--- config.mk ---
export PLATFORM = sky130hd
export DESIGN_NAME = npl_ctrl
export DESIGN_NICKNAME = d
export VERILOG_FILES = /design/src/hdl/npl_pkg.sv /design/src/hdl/npl_ctrl.sv
export SDC_FILE = /design/constraint.sdc
export NUM_CORES = 1
export LEC_CHECK = 0
export BUFFER_PORTS_ARGS = -buffer_cell sky130_fd_sc_hd__buf_4
export CAP_MARGIN = 15
export CORE_MARGIN = 2
export CORE_UTILIZATION = 40
export CTS_CLUSTER_DIAMETER = 40
export DETAILED_ROUTE_END_ITERATION = 10
export HOLD_SLACK_MARGIN = 0.03
export PLACE_DENSITY = 0.74
export SYNTH_ARGS = -nofsm -noshare
export SYNTH_HDL_FRONTEND = slang
export SYNTH_SLANG_ARGS = --single-unit
--- constraint.sdc ---
create_clock -name clk_i -period 3.55 [get_ports clk_i]
set_input_delay 0.355 -clock clk_i [delete_from_list [all_inputs] [get_ports clk_i]]
set_output_delay 0.355 -clock clk_i [all_outputs]
set_load 0.01 [all_outputs]
--- src/hdl/npl_pkg.sv ---
// npl_pkg: shared types and constants for the nearest point and path length unit.
// Used by npl_ctrl, npl_dp and the top level; depends on nothing.
package npl_pkg;

  localparam int unsigned MAX_POINTS = 256;

  localparam int unsigned COORD_W = 16;
  localparam int unsigned SQ_W    = 33;  // dx*dx + dy*dy
  localparam int unsigned DIST_W  = 17;
  localparam int unsigned PATH_W  = 25;
  localparam int unsigned STAT_W  = 2;

  typedef enum logic [1:0] {
    OP_START  = 2'd0,
    OP_APPEND = 2'd1,
    OP_QUERY  = 2'd2
  } op_e;

  localparam logic [STAT_W-1:0] ST_OK    = 2'd0;
  localparam logic [STAT_W-1:0] ST_SHORT = 2'd1;
  localparam logic [STAT_W-1:0] ST_OVF   = 2'd2;

  // controller -> datapath
  typedef struct packed {
    logic capture;
    logic set_ovf;
    logic start_set;
    logic rd_prev;
    logic mul;
    logic scan_init;
    logic scan_cmp;
    logic sqrt_load;
    logic sqrt_sel_best;
    logic sqrt_step;
    logic path_upd;
    logic out_load;
    logic out_short;
  } cmd_t;

  // datapath -> controller
  typedef struct packed {
    logic cnt_zero;
    logic cnt_full;
    logic cnt_lt2;
    logic scan_last;
    logic sqrt_last;
    logic out_free;
  } sts_t;

endpackage

--- src/hdl/npl_ctrl.sv ---
// npl_ctrl: sequencer for load, append and query items.
// Depends on npl_pkg; drives cmd_t to npl_dp and reads its sts_t.
module npl_ctrl import npl_pkg::*; (
  input  logic       clk_i,
  input  logic       rst_ni,
  input  logic       in_valid_i,
  output logic       in_stall_o,
  input  logic [1:0] opcode_i,
  input  sts_t       sts_i,
  output cmd_t       cmd_o
);

  typedef enum logic [8:0] {
    S_IDLE = 9'b000000001,
    S_SET  = 9'b000000010,
    S_RD   = 9'b000000100,
    S_MUL  = 9'b000001000,
    S_ADD  = 9'b000010000,
    S_SQRT = 9'b000100000,
    S_PATH = 9'b001000000,
    S_OUT  = 9'b010000000,
    S_SPARE = 9'b100000000
  } state_e;

  typedef enum logic [1:0] {
    M_APP   = 2'd0,
    M_QRY   = 2'd1,
    M_SHORT = 2'd2
  } mode_e;

  state_e state_q, state_d;
  mode_e  mode_q, mode_d;

  assign in_stall_o = (state_q != S_IDLE);

  always_comb begin
    cmd_o   = '0;
    state_d = state_q;
    mode_d  = mode_q;
    unique case (state_q)
      S_IDLE: begin
        if (in_valid_i) begin
          cmd_o.capture = 1'b1;
          unique case (opcode_i)
            OP_START: state_d = S_SET;
            OP_APPEND: begin
              if (sts_i.cnt_full) begin
                cmd_o.set_ovf = 1'b1;
              end else if (sts_i.cnt_zero) begin
                state_d = S_PATH;  // first point: nothing to measure
              end else begin
                mode_d  = M_APP;
                state_d = S_RD;
              end
            end
            OP_QUERY: begin
              if (sts_i.cnt_lt2) begin
                mode_d  = M_SHORT;
                state_d = S_OUT;
              end else begin
                mode_d          = M_QRY;
                cmd_o.scan_init = 1'b1;
                state_d         = S_RD;
              end
            end
            default: ;  // unused opcode, item dropped
          endcase
        end
      end
      S_SET: begin
        cmd_o.start_set = 1'b1;
        state_d         = S_IDLE;
      end
      S_RD: begin
        cmd_o.rd_prev = (mode_q == M_APP);
        state_d       = S_MUL;
      end
      S_MUL: begin
        cmd_o.mul = 1'b1;
        state_d   = S_ADD;
      end
      S_ADD: begin
        if (mode_q == M_APP) begin
          cmd_o.sqrt_load = 1'b1;
          state_d         = S_SQRT;
        end else begin
          cmd_o.scan_cmp = 1'b1;
          if (sts_i.scan_last) begin
            cmd_o.sqrt_load     = 1'b1;
            cmd_o.sqrt_sel_best = 1'b1;
            state_d             = S_SQRT;
          end else begin
            state_d = S_RD;
          end
        end
      end
      S_SQRT: begin
        cmd_o.sqrt_step = 1'b1;
        if (sts_i.sqrt_last) begin
          state_d = (mode_q == M_APP) ? S_PATH : S_OUT;
        end
      end
      S_PATH: begin
        cmd_o.path_upd = 1'b1;
        state_d        = S_IDLE;
      end
      S_OUT: begin
        if (sts_i.out_free) begin
          cmd_o.out_load  = 1'b1;
          cmd_o.out_short = (mode_q == M_SHORT);
          state_d         = S_IDLE;
        end
      end
      default: state_d = S_IDLE;
    endcase
  end

  always_ff @(posedge clk_i or negedge rst_ni) begin
    if (!rst_ni) begin
      state_q <= S_IDLE;
      mode_q  <= M_APP;
    end else begin
      state_q <= state_d;
      mode_q  <= mode_d;
    end
  end

endmodule

==> flow_summary.json <==
{
  "max_slew_margin_pct": 62.8,
  "cts_root_buf": "clkbuf_4",
  "port_buffers": 24,
  "first_global_vias": 624,
  "yosysUniqueCellTypes": 35,
  "clk_pin_slew_ns": 0.06,
  "cts_buffers": 3,
  "status": "completed",
  "fin_area_sq_um": 947,
  "clockBufferDepth": 2,
  "grt_use_total_pct": 17.7,
  "skew_ns": 0.00949,
  "pwr-share-seq_pct": 34.5,
  "multi_input_area_sq_um": 432,
  "start_kind": "flip-flop",
  "synth_nets": 93,
  "antenna_found_initial": 0,
  "criticalPathCategory": "reg2out",
  "tightest_slew_ns": 0.553,
  "setup_violations": 0,
  "finalCriticalPeriod_ns": 2.31,
  "start_util_pct": 42.0,
  "ir_drop_mv": 0.248,
  "critPathRequiredTime_ns": 3.19,
  "final_cell_mix": "buf_4 (24), nor2_1 (11), dfrtp_1 (9), inv_1 (7)",
  "route.detailed.drc": 0,
  "rsz0062_at_grt": "false",
  "synth_area_sq_um": 709,
  "synth_ff_type": "dfrtp_1",
  "pwr-share-comb_pct": 48.6,
  "synth_edf_count": 0,
  "wl_mm": 1.61,
  "post_cts_buffers": 0,
  "firstDrtPassIters": 4,
  "pin_count": 25,
  "timing.hold.ws_ns": 0.292,
  "max-cap-violations": 0,
  "final_util_pct": 56.1,
  "period_share_pct": 65.0,
  "async_reset_ff_share_pct": 100,
  "grt_pass1_wl_mm": 2.60,
  "switching_power_w": 0.000194,
  "syn_avg_cell_area_sq_um": 8.98,
  "cts_tree": "built",
  "die_w_um": 46.1,
  "clk_latency_ns": 0.26,
  "fp.coreArea_sq_um": 1690,
  "num_antenna_cells": 0,
  "hold_class": "in2reg",
  "ant_nets": 0,
  "rows": 15,
  "regArea_sq_um": 251,
  "final_common_cell": "buf_4",
  "power_frac_clock_pct": 16.8,
  "drive_gt1_share_pct": 31.5,
  "avgRoutedWirePerCell_um": 12.9,
  "end_kind": "output port",
  "placed_area_sq_um": 911,
  "fin_tns_setup_ns": 0,
  "cts_sinks": 10,
  "r2r_slack_ns": 1.76,
  "grt_max_degree": 11,
  "overflow": 0,
  "intPower_w": 0.000283,
  "slew_viol_final": 0,
  "finalHoldViolCount": 0,
  "dieArea_sq_um": 2130,
  "yosysWarnings": 0,
  "fin_nets": 123,
  "syn2layout_area_growth_pct": 33.5,
  "vias": 681,
  "switching_share_pct": 40.6,
  "syn_inst": 79,
  "dp_hpwl_mm": 1.36,
  "drtIter0Drc": 9,
  "arrival_ns": 1.95,
  "ys_ff_latch": 10,
  "fmax_mhz": 433,
  "place_congestion": 0.838,
  "crit_fanout": 6,
  "die_y_um": 46.1,
  "cts_max_level": 1,
  "ys_seq_area_share_pct": 35.4,
  "vias_per_cell": 5.45,
  "n_fill_cell": 155,
  "p_per_area_nw_per_um2": 504,
  "postCtsResizedCells": 0,
  "power_leakage_nw": 0.498
}
==> worst max-delay path, cell delays in order (launching register included) <==
cell and delay (ns):
dfrtp_1 0.44, nor4_1 0.51, nand2_1 0.21, nor3b_1 0.27, and2_1 0.16, buf_4 0.11
==> power by group through the flow <==
stage          sequential [W]  combinational [W]   clock, W
6_report             0.000165           0.000232  0.0000803
3_3_place_gp         0.000165           0.000224          0
4_1_cts              0.000165           0.000233  0.0000811
2_1_floorplan        0.000162           0.000153          0
3_5_place_dp         0.000167           0.000230          0
5_1_grt              0.000170           0.000256  0.0000864
==> Yosys cell counts (2+ instances only) <==
library cell  count  area share [%]
ha_1              3             5.3
a21oi_1           2             1.4
nor3_1            2             1.4
nand3_1           3             2.1
and2_1            3             2.6
nor3b_1           3             3.2
nor2_1           11             5.8
inv_1             7             3.7
nand2b_1          2             1.8
dfrtp_1           9              32
nand4b_1          2             2.5
nand2_1           4             2.1
o211ai_1          3             3.2
o21ai_0           4             2.8
==> path summary, 6_finish.rpt <==
kind / from / end / cells after the start
setup / recovery: state_q[4]$_DFFE_PN0P_ / cmd_o[9] / 5
hold / removal: sts_i[1] / state_q[5]$_DFFE_PN0P_ / 2
setup reg to reg: state_q[6]$_DFFE_PN0P_ / state_q[6]$_DFFE_PN0P_ / 4
hold reg to reg: mode_q[1]$_DFFE_PN0P_ / mode_q[1]$_DFFE_PN0P_ / 1
max in group asynchronous: rst_ni / state_q[0]$_DFFE_PN1P_ / 2
min in group asynchronous: rst_ni / state_q[3]$_DFFE_PN0P_ / 2
==> layout make-up <==
cell class                 count  area share [%]
clock buffer                   4            2.77
multi-input combinational     62            45.6
tap                           17            2.25
sequential                    10            26.6
timing repair buffer          25            20.1
inverter                       7            2.77
==> per-stage QoR <==
| step | cells | total power, W | setup slack, ns |
|---|---|---|---|
| after detailed placement | 120 | 0.000397 | 1.52 |
| after floorplan | 79 | 0.000315 | 1.82 |
| final | 125 | 0.000477 | 1.24 |
| after global routing | 125 | 0.000512 | 1.01 |
| after global placement | 120 | 0.000389 | 1.63 |
| after CTS | 125 | 0.000479 | 1.24 |
==> metal layers <==
| layer | up-vias | track usage [%] | share of wire [%] |
|---|---|---|---|
| met3 | 4 | 5.10 | 6.0 |
| li1 | 345 | - | - |
| met5 | - | 0 | 0 |
| met1 | 308 | 19.8 | 42 |
| met4 | 0 | 6.86 | 1.1 |
| met2 | 24 | 31.1 | 51 |
==> cell families (layout without fill, tap and decap cells) <==
group | count (synthesis) | after routing | synth area share (%)
simple gates | 41 | 41 | 36.9
flops | 10 | 10 | 35.5
compound gates | 14 | 14 | 13.2
mux | 2 | 2 | 3.00
buf+inv | 7 | 36 | 3.70
fa+ha+maj | 3 | 3 | 5.29
xor+xnor | 2 | 2 | 2.47
==> sequential cells by signal (all words and copies together) (netlist names) <==
name and cells:
mode_q 2, state_q 8
==> what timing repair did <==
| action | 4_1_cts | 5_1_grt |
|---|---|---|
| endpoints found under the hold margin | 9 | 0 |
| setup endpoints to repair | 0 | 0 |
| hold buffers | 1 | 0 |
Note: power is estimated with default switching activity, not from simulation.
